==> src/hw/rtl/vsd_pkg.sv <==
`timescale 1ns / 1ps
// ----------------------------------------------------------------------------
// vsd_pkg
// Types, layout tables and helpers shared by the vertex stride decoder.
// ----------------------------------------------------------------------------
package vsd_pkg;

	localparam int unsigned MAX_STRIDE     = 544;
	localparam int unsigned MAX_POS_OFFSET = 56;
	localparam int unsigned MAX_PAD_OFFSET = 68;

	// bytes of each component, indexed by its format code
	localparam logic [3:0] TC_BYTES  [4] = '{4'd0, 4'd2, 4'd4, 4'd8};
	localparam logic [2:0] COL_BYTES [8] = '{3'd0, 3'd0, 3'd0, 3'd0, 3'd2, 3'd2, 3'd2, 3'd4};
	localparam logic [3:0] NRM_BYTES [4] = '{4'd0, 4'd3, 4'd6, 4'd12};
	localparam logic [3:0] POS_BYTES [4] = '{4'd3, 4'd3, 4'd6, 4'd12};
	// element alignment, also the element size
	localparam logic [2:0] ELEM_ALIGN [4] = '{3'd0, 3'd1, 3'd2, 3'd4};
	localparam logic [2:0] POS_ALIGN  [4] = '{3'd1, 3'd1, 3'd2, 3'd4};

	typedef struct packed {
		logic [1:0] tex_coord_format;
		logic [2:0] color_format;
		logic [1:0] normal_format;
		logic [1:0] position_format;
		logic [1:0] weight_format;
		logic [3:0] weight_count;
		logic [3:0] morph_count;
	} fmt_t;

	typedef struct packed {
		logic [9:0] vertex_stride;
		logic [5:0] position_offset;
		logic [6:0] padding_offset;
	} layout_t;

	// clamp a count to 1..8
	function automatic logic [3:0] vsd_sat_count(input logic [3:0] cnt);
		logic [3:0] res;
		res = cnt;
		if (cnt == 4'd0) begin
			res = 4'd1;
		end else if (cnt > 4'd8) begin
			res = 4'd8;
		end
		return res;
	endfunction

	// round size up to a power-of-two alignment
	function automatic logic [6:0] vsd_align(input logic [6:0] size, input logic [2:0] align);
		logic [7:0] m;
		logic [7:0] sum;
		m = (align == 3'd0) ? 8'd0 : ({5'd0, align} - 8'd1);
		sum = ({1'b0, size} + m) & ~m;
		return sum[6:0];
	endfunction

endpackage

==> src/hw/rtl/vsd_layout.sv <==
`timescale 1ns / 1ps
// ----------------------------------------------------------------------------
// vsd_layout
// Lays out the vertex components in order and derives stride and offsets.
// ----------------------------------------------------------------------------
module vsd_layout
	import vsd_pkg::*;
(
	input  fmt_t    fmt,
	output layout_t layout
);

	always_comb begin
		logic [3:0] wc;
		logic [3:0] mc;
		logic [2:0] a;
		logic [2:0] big;
		logic [6:0] size;
		logic [6:0] aligned;
		logic [6:0] pad;
		logic [6:0] posoff;
		logic       seen;

		wc = vsd_sat_count(fmt.weight_count);
		mc = vsd_sat_count(fmt.morph_count);
		size = 7'd0;
		big = 3'd0;
		pad = 7'd0;
		seen = 1'b0;

		// weights start at offset zero, no alignment step
		if (fmt.weight_format != 2'd0) begin
			a = ELEM_ALIGN[fmt.weight_format];
			size = {3'd0, wc} * {4'd0, a};
			if (a > big) big = a;
		end

		if (fmt.tex_coord_format != 2'd0) begin
			a = ELEM_ALIGN[fmt.tex_coord_format];
			aligned = vsd_align(size, a);
			if (!seen && aligned != size) begin
				seen = 1'b1;
				pad = size;
			end
			size = aligned + {3'd0, TC_BYTES[fmt.tex_coord_format]};
			if (a > big) big = a;
		end

		if (COL_BYTES[fmt.color_format] != 3'd0) begin
			a = COL_BYTES[fmt.color_format];
			aligned = vsd_align(size, a);
			if (!seen && aligned != size) begin
				seen = 1'b1;
				pad = size;
			end
			size = aligned + {4'd0, a};
			if (a > big) big = a;
		end

		if (fmt.normal_format != 2'd0) begin
			a = ELEM_ALIGN[fmt.normal_format];
			aligned = vsd_align(size, a);
			if (!seen && aligned != size) begin
				seen = 1'b1;
				pad = size;
			end
			size = aligned + {3'd0, NRM_BYTES[fmt.normal_format]};
			if (a > big) big = a;
		end

		// position is always present
		a = POS_ALIGN[fmt.position_format];
		aligned = vsd_align(size, a);
		if (!seen && aligned != size) begin
			seen = 1'b1;
			pad = size;
		end
		posoff = aligned;
		size = aligned + {3'd0, POS_BYTES[fmt.position_format]};
		if (a > big) big = a;

		// final alignment to the widest component
		aligned = vsd_align(size, big);
		if (!seen && aligned != size) begin
			pad = size;
		end

		layout.vertex_stride   = {3'd0, aligned} * {6'd0, mc};
		layout.position_offset = posoff[5:0];
		layout.padding_offset  = pad;
	end

endmodule

==> src/hw/rtl/vertex_stride_decoder.sv <==
`timescale 1ns / 1ps
// ----------------------------------------------------------------------------
// vertex_stride_decoder
// Vertex stride, position offset and first padding offset from format fields.
// ----------------------------------------------------------------------------
// Usage:
//   Drive the seven format fields and raise start. An item is taken at a
//   rising edge with start high and busy low; busy stays low, so an item
//   can be taken at every edge.
//   The fields are registered, decoded by the layout logic and captured in
//   the result register. done rises at the edge after the accepting edge
//   and is high for a single cycle per item, with vertex_stride,
//   position_offset and padding_offset valid in that cycle.
//   Throughput is one item per cycle; the figure is set by the single
//   register-to-register decode path of the layout logic.
//   The receiver cannot stall: each result is shown for one cycle only and
//   must be taken then.
//   arst_n low clears both pipeline valid flags at once, so no result is
//   shown until a new item is accepted after reset.
// ----------------------------------------------------------------------------
module vertex_stride_decoder
	import vsd_pkg::*;
(
	input  logic       clk,
	input  logic       arst_n,
	input  logic       start,
	output logic       busy,
	input  logic [1:0] tex_coord_format,
	input  logic [2:0] color_format,
	input  logic [1:0] normal_format,
	input  logic [1:0] position_format,
	input  logic [1:0] weight_format,
	input  logic [3:0] weight_count,
	input  logic [3:0] morph_count,
	output logic       done,
	output logic [9:0] vertex_stride,
	output logic [5:0] position_offset,
	output logic [6:0] padding_offset
);

	fmt_t    fmt_s1;
	logic    valid_s1;
	layout_t layout;
	layout_t layout_s2;
	logic    valid_s2;
	logic    accept;

	assign busy   = 1'b0;
	assign accept = start && !busy;

	always_ff @(posedge clk or negedge arst_n) begin
		if (!arst_n) begin
			valid_s1 <= 1'b0;
			valid_s2 <= 1'b0;
		end else begin
			valid_s1 <= accept;
			valid_s2 <= valid_s1;
		end
	end

	always_ff @(posedge clk) begin
		if (accept) begin
			fmt_s1.tex_coord_format <= tex_coord_format;
			fmt_s1.color_format     <= color_format;
			fmt_s1.normal_format    <= normal_format;
			fmt_s1.position_format  <= position_format;
			fmt_s1.weight_format    <= weight_format;
			fmt_s1.weight_count     <= weight_count;
			fmt_s1.morph_count      <= morph_count;
		end
		if (valid_s1) begin
			layout_s2 <= layout;
		end
	end

	vsd_layout u_layout (
		.fmt    (fmt_s1),
		.layout (layout)
	);

	assign done            = valid_s2;
	assign vertex_stride   = layout_s2.vertex_stride;
	assign position_offset = layout_s2.position_offset;
	assign padding_offset  = layout_s2.padding_offset;

endmodule

==> config.mk <==
export PLATFORM = sky130hd
export DESIGN_NAME = vertex_stride_decoder
export DESIGN_NICKNAME = d
export VERILOG_FILES = /design/src/hw/rtl/vsd_pkg.sv /design/src/hw/rtl/vsd_layout.sv /design/src/hw/rtl/vertex_stride_decoder.sv
export SDC_FILE = /design/constraint.sdc
export NUM_CORES = 1
export LEC_CHECK = 0
export BUFFER_PORTS_ARGS = -buffer_cell sky130_fd_sc_hd__buf_2
export CORE_MARGIN = 2
export CORE_UTILIZATION = 45
export CTS_CLUSTER_DIAMETER = 200
export DETAILED_ROUTE_END_ITERATION = 6
export GPL_ROUTABILITY_DRIVEN = 0
export SLEW_MARGIN = 20
export SYNTH_ARGS = -nofsm -noshare
export SYNTH_HDL_FRONTEND = slang
export SYNTH_SLANG_ARGS = --single-unit
==> constraint.sdc <==
create_clock -name clk -period 14.25 [get_ports clk]
set_input_delay 1.425 -clock clk [delete_from_list [all_inputs] [get_ports clk]]
set_output_delay 1.425 -clock clk [all_outputs]
set_load 0.005 [all_outputs]
==> metrics.yaml, run 1 <==
grt:
  antenna_found_initial: 0
  met2_usage_pct: 33.0
  busiest_layer: "met2"
  use_met1_pct: 30.9
  grt_pass1_wl_mm: 24.5
  grt_usage_pct: 21.2
  met3_usage_pct: 3.26
  grt_max_degree: 25
  grt_pass1_vias: 5035
  grt-ovfl-total: 0
timing:
  setup_viol_count_final: 0
  hold_violations: 0
  fin_tns_setup_ns: 0
  fin_crit_sh_pct: 82.6
  holdWs_ns: 0.755
  timing.slew.headroom_pct: 44.2
  period_needed_ns: 11.78
  drv_slew: 0
  fmax_ghz: 0.0849
  rsz0062_at_grt: "false"
  tightest_slew_ns: 0.833
  fin_skew_ns: 0.00641
synthesis:
  synth_top_area_share_pct: 21.2
  synth.largest_area_cell: "edfxtp_1"
  synthArstFlopShare_pct: 4.55
  syn-cell-area_sq_um: 5940
  synth_edf_count: 42
  yosysUniqueCellTypes: 75
  synth_area_per_cell_sq_um: 8.64
  ys_seq_area_share_pct: 22.1
  synth_cells: 687
  yosysMostFrequentCell: "ha_1"
  ys_top_cells_by_count: "78 x ha_1, 64 x nor2_1, 60 x inv_1, 50 x nand2_1, 48 x a21oi_1"
  synth_area_leaders: "edfxtp_1 21%, ha_1 16%, fa_1 7.1%"
  yosys_warnings: 0
  synth-main-ff-cell: "edfxtp_1"
  ys_seq_elements: 44
die:
  fp-row-count: 41
  start_util_pct: 46.5
  die_area_sq_um: 14100
  boundaryPins: 47
  fp.coreArea_sq_um: 12800
  dieWidth_um: 119
  die_h_um: 119
clock_tree:
  cts_max_path_buffers: 2
  numCtsBuffers: 5
  cts.sinks: 44
  clkLatencyLatePin_ns: 0.29
  cts_tree: "yes"
  ctsHoldBuffers: 0
  post_cts_buffers: 0
  ctsHtreeMaxLevel: 2
  cts_resized: 0
  path_clk_slew_ns: 0.05
  root_buffer: "clkbuf_16"
drt:
  post_drt_wl_per_cell_um: 15.7
  drt_iter0_drc: 338
  wirelength_mm: 14.2
  vias: 5135
  drtPass1Iterations: 5
  ant_nets: 0
  vias_per_cell: 5.66
  drc: 0
setup_path:
  critPathLaunchType: "register"
  reg2reg_depth: 49
  cp-end-kind: "register"
  critical_path_class: "reg -> reg"
  cp.required_ns: 14.29
  path_common_cell: "ha_1"
  worst_path_largest_cell_delay_ns: 0.56
  slowest_stage: "fa_1"
  crit_fanout: 6
  worstPathArrival_ns: 11.82
status:
  outcome: "finished clean"
hold_path:
  hp-class: "reg -> reg"
  min_path_cells: 0
placed_design:
  numPortBuffers: 45
  place_hpwl_mm: 12.0
flow_run:
  maxCapViolCount: 0
cells_and_area:
  nets: 855
  n_antenna_cell: 0
  area.growth.synth_to_final_pct: 9.27
  drive_above_1_share_pct: 9.66
## layer usage
metal  part of all wire (%)  up-vias
li1                       -     2548
met5                      0        -
met2                     44      134
met4                    1.7        0
met1                     49     2435
met3                    5.2       18
## logic make-up (layout without fill, tap and decap cells)
kind of cell               Yosys count  count (layout)  share of synthesized area [%]
AOI/OAI and AO/OA                  171             171                           19.8
xor gates and xnor gates            46              46                           7.27
adders and majority gates           99              99                           23.5
buffers and inverters               80             114                           5.21
DFF                                 44              44                           22.1
muxes                               10              10                           1.81
other                                1              15                         0.0632
and+or+nand+nor                    236             236                           20.2
## registers in the layout, summed over array words and instances, names as in the netlist
signal,count
fmt_s1,19
vertex_stride,10
padding_offset,7
position_offset,6
done,1
valid_s1,1
## through the flow
| stage | std cells | setup WS [ns] | area, sq um | util [%] |
|---|---|---|---|---|
| after floorplan | 701 | 3.65 | 5990 | - |
| after global placement | 899 | 2.87 | 6350 | 49.7 |
| after detailed placement | 899 | 2.50 | 6350 | 49.7 |
| after CTS | 907 | 2.49 | 6490 | 50.8 |
| after global routing | 907 | 1.55 | 6490 | 50.8 |
| final | 907 | 2.47 | 6490 | 50.8 |
## worst max-delay path, delay by kind of cell, from the launching register on
| kind | cells | cell delay (ns) |
|---|---|---|
| XOR/XNOR | 7 | 1.45 |
| flip-flops | 1 | 0.42 |
| buffers and inverters | 6 | 0.48 |
| AO/OA/AOI/OAI | 11 | 2.05 |
| AND/OR/NAND/NOR | 10 | 1.52 |
| adder cells (fa/ha/maj) | 14 | 5.38 |
| multiplexers | 1 | 0.22 |
## path summary, 6_finish.rpt
kind / endpoint / slack (ns) / startpoint
worst min register to register: done$_DFF_PN0_ / 0.76 / valid_s1$_DFF_PN0_
worst min-delay path: done$_DFF_PN0_ / 0.76 / valid_s1$_DFF_PN0_
worst max register to register: vertex_stride[9]$_DFFE_PP_ / 2.47 / fmt_s1[6]$_DFFE_PP_
worst max-delay path: vertex_stride[9]$_DFFE_PP_ / 2.47 / fmt_s1[6]$_DFFE_PP_
min in group asynchronous: valid_s1$_DFF_PN0_ / 0.91 / arst_n
max in group asynchronous: valid_s1$_DFF_PN0_ / 13.24 / arst_n
## layout by cell type (no fill, tap or decap), types with 5 or more instances in the layout
cell type  synthesis  final
nor2_1            64     64
buf_2              1     45
o21bai_1           6      6
edfxtp_1          42     42
inv_1             60     60
nand2b_1          10     10
a2111oi_0          5      5
a21o_1            23     23
ha_1              78     78
o21ai_0           22     22
a21oi_1           48     48
xor2_1            11     11
nor3_1            18     18
xnor2_1           33     33
or2_2              7      7
a211oi_1           6      6
a211o_1            6      6
fa_1              21     21
mux2_2             6      6
nand2_1           50     50
conb_1             1     15
and3_1            11     11
nor2b_1           27     27
nand3_1           14     14
clkbuf_16          0      5
and2_1            13     13
## final cells by class
type                    count  area (sq um)
inverters                  61           229
flip-flops and latches     44          1310
multi-input cells         577          4370
fillers                  1214          6290
clock inverters             1          3.75
well taps                 172           215
clock buffers               7           133
repair buffers             45           225
Power of run 1 is left out: the tool's default activity adds up to more than one toggle a clock period on the data nets, which glitch-free logic cannot reach.
==> run 2: changes to the inputs <==
--- a/config.mk
+++ b/config.mk
@@ -11,6 +11,7 @@
 export CTS_CLUSTER_DIAMETER = 200
 export DETAILED_ROUTE_END_ITERATION = 6
 export GPL_ROUTABILITY_DRIVEN = 0
+export PLACE_DENSITY = 0.65
 export SLEW_MARGIN = 20
 export SYNTH_ARGS = -nofsm -noshare
 export SYNTH_HDL_FRONTEND = slang
==> constraint.sdc (replaced) <==
create_clock -name clk -period 10.3 [get_ports clk]
set_input_delay 1.03 -clock clk [delete_from_list [all_inputs] [get_ports clk]]
set_output_delay 1.03 -clock clk [all_outputs]
set_load 0.005 [all_outputs]
==> metrics.yaml, run 2 (synthesis gave the netlist of run 1 again) <==
status:
  outcome: "finished clean"
drt:
  vias_per_cell: 5.58  # -1.4%
  ant_nets: 0  # unchanged
  wirelength_mm: 16.5  # +16%
  drc: 0  # unchanged
  post_drt_wl_per_cell_um: 16.6  # +5.8%
  vias: 5545  # +8.0%
  drt_iter0_drc: 380  # +12%
  drtPass1Iterations: 5  # unchanged
die:
  fp-row-count: 41  # unchanged
  dieWidth_um: 119  # unchanged
  start_util_pct: 46.5  # unchanged
  die_h_um: 119  # unchanged
  die_area_sq_um: 14100  # unchanged
  boundaryPins: 47  # unchanged
  fp.coreArea_sq_um: 12800  # unchanged
setup_path:
  worst_path_largest_cell_delay_ns: 0.57  # about the same
  path_common_cell: "ha_4"
  reg2reg_depth: 46  # -6.1%
  crit_fanout: 4  # -2
  cp-end-kind: "register"
  crit_buf_inv: 5  # -1
  worstPathArrival_ns: 10.18  # -1.64 ns
  slowest_stage: "fa_1"
  critPathLaunchType: "register"
  critical_path_class: "reg -> reg"
  path_depth: 46  # -6.1%
  cp.required_ns: 10.35  # -3.94 ns
  path_delay_family: "adder cells"
cells_and_area:
  top_register: "fmt_s1"
  nets: 941  # +10%
  multiInputGateArea_sq_um: 4980  # +14%
  fill_cells: 1079  # -11%
  layout_common_cells: "85 x buf_4, 60 x ha_1, 58 x nor2_1"
  finalNonFillerCells: 993  # +9.5%
  layout_commonest_cell: "buf_4"
  seqCellArea_sq_um: 1310  # unchanged
  n_antenna_cell: 0  # unchanged
  drive_above_1_share_pct: 29.5  # +20 points
  largest_register_ffs: 19  # unchanged
  area.growth.synth_to_final_pct: 30.8
placed_design:
  place_hpwl_mm: 12.4  # +3.6%
  pre_cts_ws_ns: -0.247  # -2.75 ns
  numPortBuffers: 45  # unchanged
  place_inst: 955  # +6.2%
timing:
  rsz0062_at_grt: "true"
  fin_tns_setup_ns: 0  # unchanged
  tightest_slew_ns: 0.699  # -0.135 ns
  fmax_ghz: 0.0987  # +16%
  hold_violations: 0  # unchanged
  drv_slew: 0  # unchanged
  period_needed_ns: 10.13  # -1.65 ns
  setup_viol_count_final: 0  # unchanged
  holdWs_ns: 0.507  # -0.248 ns
  worst_slack_ns: 0.173  # -2.30 ns
  fin_crit_sh_pct: 98.3  # +16 points
  timing.slew.headroom_pct: 53.4  # +9.2 points
  fin_skew_ns: 0.00733  # +0.000918 ns
clock_tree:
  cts_tree: "yes"
  root_buffer: "clkbuf_16"
  cts_max_path_buffers: 2  # unchanged
  numCtsBuffers: 5  # unchanged
  cts.sinks: 44  # unchanged
  ctsHtreeMaxLevel: 2  # unchanged
  clkLatencyLatePin_ns: 0.30  # about the same
  path_clk_slew_ns: 0.05  # about the same
  ctsHoldBuffers: 0  # unchanged
grt:
  grt_usage_pct: 22.7  # +1.5 points
  antenna_found_initial: 0  # unchanged
  grt_max_degree: 25  # unchanged
  grt_pass1_wl_mm: 26.1  # +6.5%
  grt-ovfl-total: 0  # unchanged
  grt_pass1_vias: 5532  # +9.9%
flow_run:
  maxCapViolCount: 0  # unchanged
hold_path:
  hp-class: "in -> async"
==> run 2: metal layers <==
metal | routed length, um | share of wire [%] | vias up | global-route usage (%)
met3 | 933 | 5.7 | 30 | 4.26
met2 | 7930 | 48 | 171 | 37.4
li1 | - | - | 2713 | -
met4 | 373 | 2.3 | 0 | 7.89
met1 | 7210 | 44 | 2631 | 29.9
met5 | 0 | 0 | - | 0
==> run 2: area by class of cell <==
class                   count  area share [%]
flip-flops and latches     44            16.9
repair buffers            131            11.3
inverters                  61            2.95
clock buffers               8            2.01
well taps                 172            2.77
multi-input cells         577            64.1
==> run 2: path summary, 6_finish.rpt <==
kind,slack [ns],endpoint,start
setup reg to reg,0.17,vertex_stride[9]$_DFFE_PP_,fmt_s1[5]$_DFFE_PP_
hold / removal,0.51,valid_s1$_DFF_PN0_,arst_n
max in group asynchronous,9.69,valid_s1$_DFF_PN0_,arst_n
hold reg to reg,0.79,done$_DFF_PN0_,valid_s1$_DFF_PN0_
min in group clk,0.79,done$_DFF_PN0_,valid_s1$_DFF_PN0_
setup / recovery,0.17,vertex_stride[9]$_DFFE_PP_,fmt_s1[5]$_DFFE_PP_
==> run 2: what timing repair did <==
action                                  4_1_cts  5_1_grt
endpoints found under the setup margin        3        6
buffers inserted                             13       17
pin swaps                                    17       57
gates resized for setup                      15       85
==> run 2: stage by stage <==
step | cell area [sq um] | utilization [%]
floorplan | 6050 | -
global placement | 6830 | 53.5
detailed placement | 6830 | 53.5
CTS | 7160 | 56.1
global route | 7760 | 60.8
finish | 7760 | 60.8
==> run 2: worst reg2reg max path, delay by kind of cell (launching register included) <==
kind | cells | cell delay (ns)
AOI/OAI and AO/OA | 11 | 1.36
xor gates and xnor gates | 8 | 1.78
adders and majority gates | 13 | 4.59
DFF | 1 | 0.39
buffers and inverters | 5 | 0.39
muxes | 1 | 0.20
and+or+nand+nor | 8 | 1.21
Power of run 2 is left out for the same reason.
==> run 3: changes to the inputs <==
--- a/config.mk
+++ b/config.mk
@@ -8,10 +8,10 @@
 export BUFFER_PORTS_ARGS = -buffer_cell sky130_fd_sc_hd__buf_2
 export CORE_MARGIN = 2
 export CORE_UTILIZATION = 45
+export CTS_BUF_LIST = sky130_fd_sc_hd__clkbuf_4 sky130_fd_sc_hd__clkbuf_8 sky130_fd_sc_hd__clkbuf_16
 export CTS_CLUSTER_DIAMETER = 200
 export DETAILED_ROUTE_END_ITERATION = 6
 export GPL_ROUTABILITY_DRIVEN = 0
-export PLACE_DENSITY = 0.65
 export SLEW_MARGIN = 20
 export SYNTH_ARGS = -nofsm -noshare
 export SYNTH_HDL_FRONTEND = slang
==> constraint.sdc (replaced) <==
create_clock -name clk -period 10.47 [get_ports clk]
set_input_delay 1.047 -clock clk [delete_from_list [all_inputs] [get_ports clk]]
set_output_delay 1.047 -clock clk [all_outputs]
set_load 0.005 [all_outputs]
==> metrics.yaml, run 3 (synthesis gave the netlist of run 1 again) <==
status:
  outcome: "finished clean"
cells_and_area:
  nets: 934  # -0.74%
  top_register: "fmt_s1"
  finalNonFillerCells: 986  # -0.70%
  layout_commonest_cell: "buf_4"
  largest_register_ffs: 19  # unchanged
  final_util_pct: 60.0  # -0.78 points
  n_antenna_cell: 0  # unchanged
  drive_above_1_share_pct: 28.1  # -1.3 points
  layout_common_cells: "75 x buf_4, 64 x ha_1, 61 x nor2_1"
  fill_cells: 1137  # +5.4%
  area.growth.synth_to_final_pct: 29.1
setup_path:
  critical_path_class: "reg -> reg"
  worstPathArrival_ns: 10.09  # -0.09 ns
  crit_fanout: 3  # -1
  cp.required_ns: 10.51  # +0.16 ns
  path_delay_family: "adder cells"
  crit_buf_inv: 6  # +1
  worst_path_largest_cell_delay_ns: 0.54  # -0.03 ns
  reg2reg_depth: 50  # +8.7%
  cp-end-kind: "register"
  path_depth: 50  # +8.7%
  path_common_cell: "ha_4"
  critPathLaunchType: "register"
  slowest_stage: "fa_1"
clock_tree:
  clkLatencyLatePin_ns: 0.29  # about the same
  cts_tree: "yes"
  ctsHoldBuffers: 0  # unchanged
  numCtsBuffers: 5  # unchanged
  cts.sinks: 44  # unchanged
  path_clk_slew_ns: 0.05  # about the same
  cts_max_path_buffers: 2  # unchanged
  ctsHtreeMaxLevel: 2  # unchanged
  root_buffer: "clkbuf_16"
die:
  fp.coreArea_sq_um: 12800  # unchanged
  boundaryPins: 47  # unchanged
  dieWidth_um: 119  # unchanged
  die_area_sq_um: 14100  # unchanged
  fp-row-count: 41  # unchanged
  die_h_um: 119  # unchanged
  start_util_pct: 46.5  # unchanged
grt:
  grt-ovfl-total: 0  # unchanged
  grt_usage_pct: 22.3  # -0.44 points
  grt_pass1_vias: 5352  # -3.3%
  antenna_found_initial: 0  # unchanged
  grt_max_degree: 25  # unchanged
  grt_pass1_wl_mm: 25.7  # -1.5%
hold_path:
  hp-class: "in -> async"
drt:
  vias_per_cell: 5.60  # +0.24%
  drtPass1Iterations: 4  # -1
  ant_nets: 0  # unchanged
  drt_iter0_drc: 285  # -25%
  post_drt_wl_per_cell_um: 16.0  # -3.7%
  vias: 5519  # -0.47%
  drc: 0  # unchanged
  wirelength_mm: 15.7  # -4.3%
timing:
  setup_viol_count_final: 0  # unchanged
  period_needed_ns: 10.05  # -0.0734 ns
  worst_slack_ns: 0.416  # +0.243 ns
  hold_violations: 0  # unchanged
  fin_crit_sh_pct: 96.0  # -2.3 points
  tightest_slew_ns: 0.867  # +0.168 ns
  fmax_ghz: 0.0995  # +0.73%
  holdWs_ns: 0.534  # +0.0269 ns
  fin_skew_ns: 0.00596  # -0.00137 ns
  timing.slew.headroom_pct: 42.0  # -11 points
  drv_slew: 0  # unchanged
placed_design:
  place_inst: 952  # -0.31%
  numPortBuffers: 45  # unchanged
  place_hpwl_mm: 12.4  # +0.13%
  pre_cts_ws_ns: -0.231  # +0.0166 ns
flow_run:
  maxCapViolCount: 0  # unchanged
==> run 3: changes by cell type in the layout (fill, tap and decap cells not counted), sizes merged <==
cell	change
buf	-7
==> run 3: worst reg2reg max path, delay by kind of cell (launching register included) <==
family,cells,cell delay (ns)
buffers and inverters,6,0.45
AND/OR/NAND/NOR,11,1.19
flip-flops,1,0.40
adder cells (fa/ha/maj),14,4.98
multiplexers,1,0.21
XOR/XNOR,7,1.12
AO/OA/AOI/OAI,11,1.45
==> run 3: what timing repair did <==
| action | in CTS | in global routing |
|---|---|---|
| setup endpoints to repair | 2 | 6 |
| gates cloned | 0 | 0 |
| endpoints found under the hold margin | 0 | 0 |
| gates resized for setup | 15 | 97 |
| buffers inserted | 5 | 21 |
| pin swaps | 9 | 63 |
==> run 3: through the flow <==
| stage | area, sq um | setup TNS, ns |
|---|---|---|
| after global routing | 7660 | -0.142 |
| final | 7660 | 0 |
| after CTS | 7040 | 0 |
| after detailed placement | 6770 | -0.364 |
| after global placement | 6770 | 0 |
| after floorplan | 6010 | 0 |
==> run 3: path summary, 6_finish.rpt <==
| check | endpoint | slack (ns) | startpoint |
|---|---|---|---|
| worst max-delay path | vertex_stride[9]$_DFFE_PP_ | 0.42 | fmt_s1[5]$_DFFE_PP_ |
| worst min-delay path | valid_s1$_DFF_PN0_ | 0.53 | arst_n |
| worst max register to register | vertex_stride[9]$_DFFE_PP_ | 0.42 | fmt_s1[5]$_DFFE_PP_ |
| worst min register to register | done$_DFF_PN0_ | 0.75 | valid_s1$_DFF_PN0_ |
| max in group asynchronous | valid_s1$_DFF_PN0_ | 9.83 | arst_n |
| min in group clk | done$_DFF_PN0_ | 0.75 | valid_s1$_DFF_PN0_ |
==> run 3: layer usage <==
layer  vias to the layer above  share of wire [%]  global-route usage (%)
li1                       2705                  -                       -
met1                      2636                 47                    30.8
met2                       144                 46                    35.8
met3                        34                4.6                    3.30
met4                         0                2.3                    7.29
met5                         -                  0                       0
==> run 3: layout make-up <==
cell class	count	area [sq um]	share of cell area, %
multi-input combinational	577	4920	64.2
timing repair buffer	124	833	10.9
clock buffer	8	154	2.01
inverter	61	229	2.99
sequential	44	1310	17.1
tap	172	215	2.81
Power of run 3 is left out for the same reason.
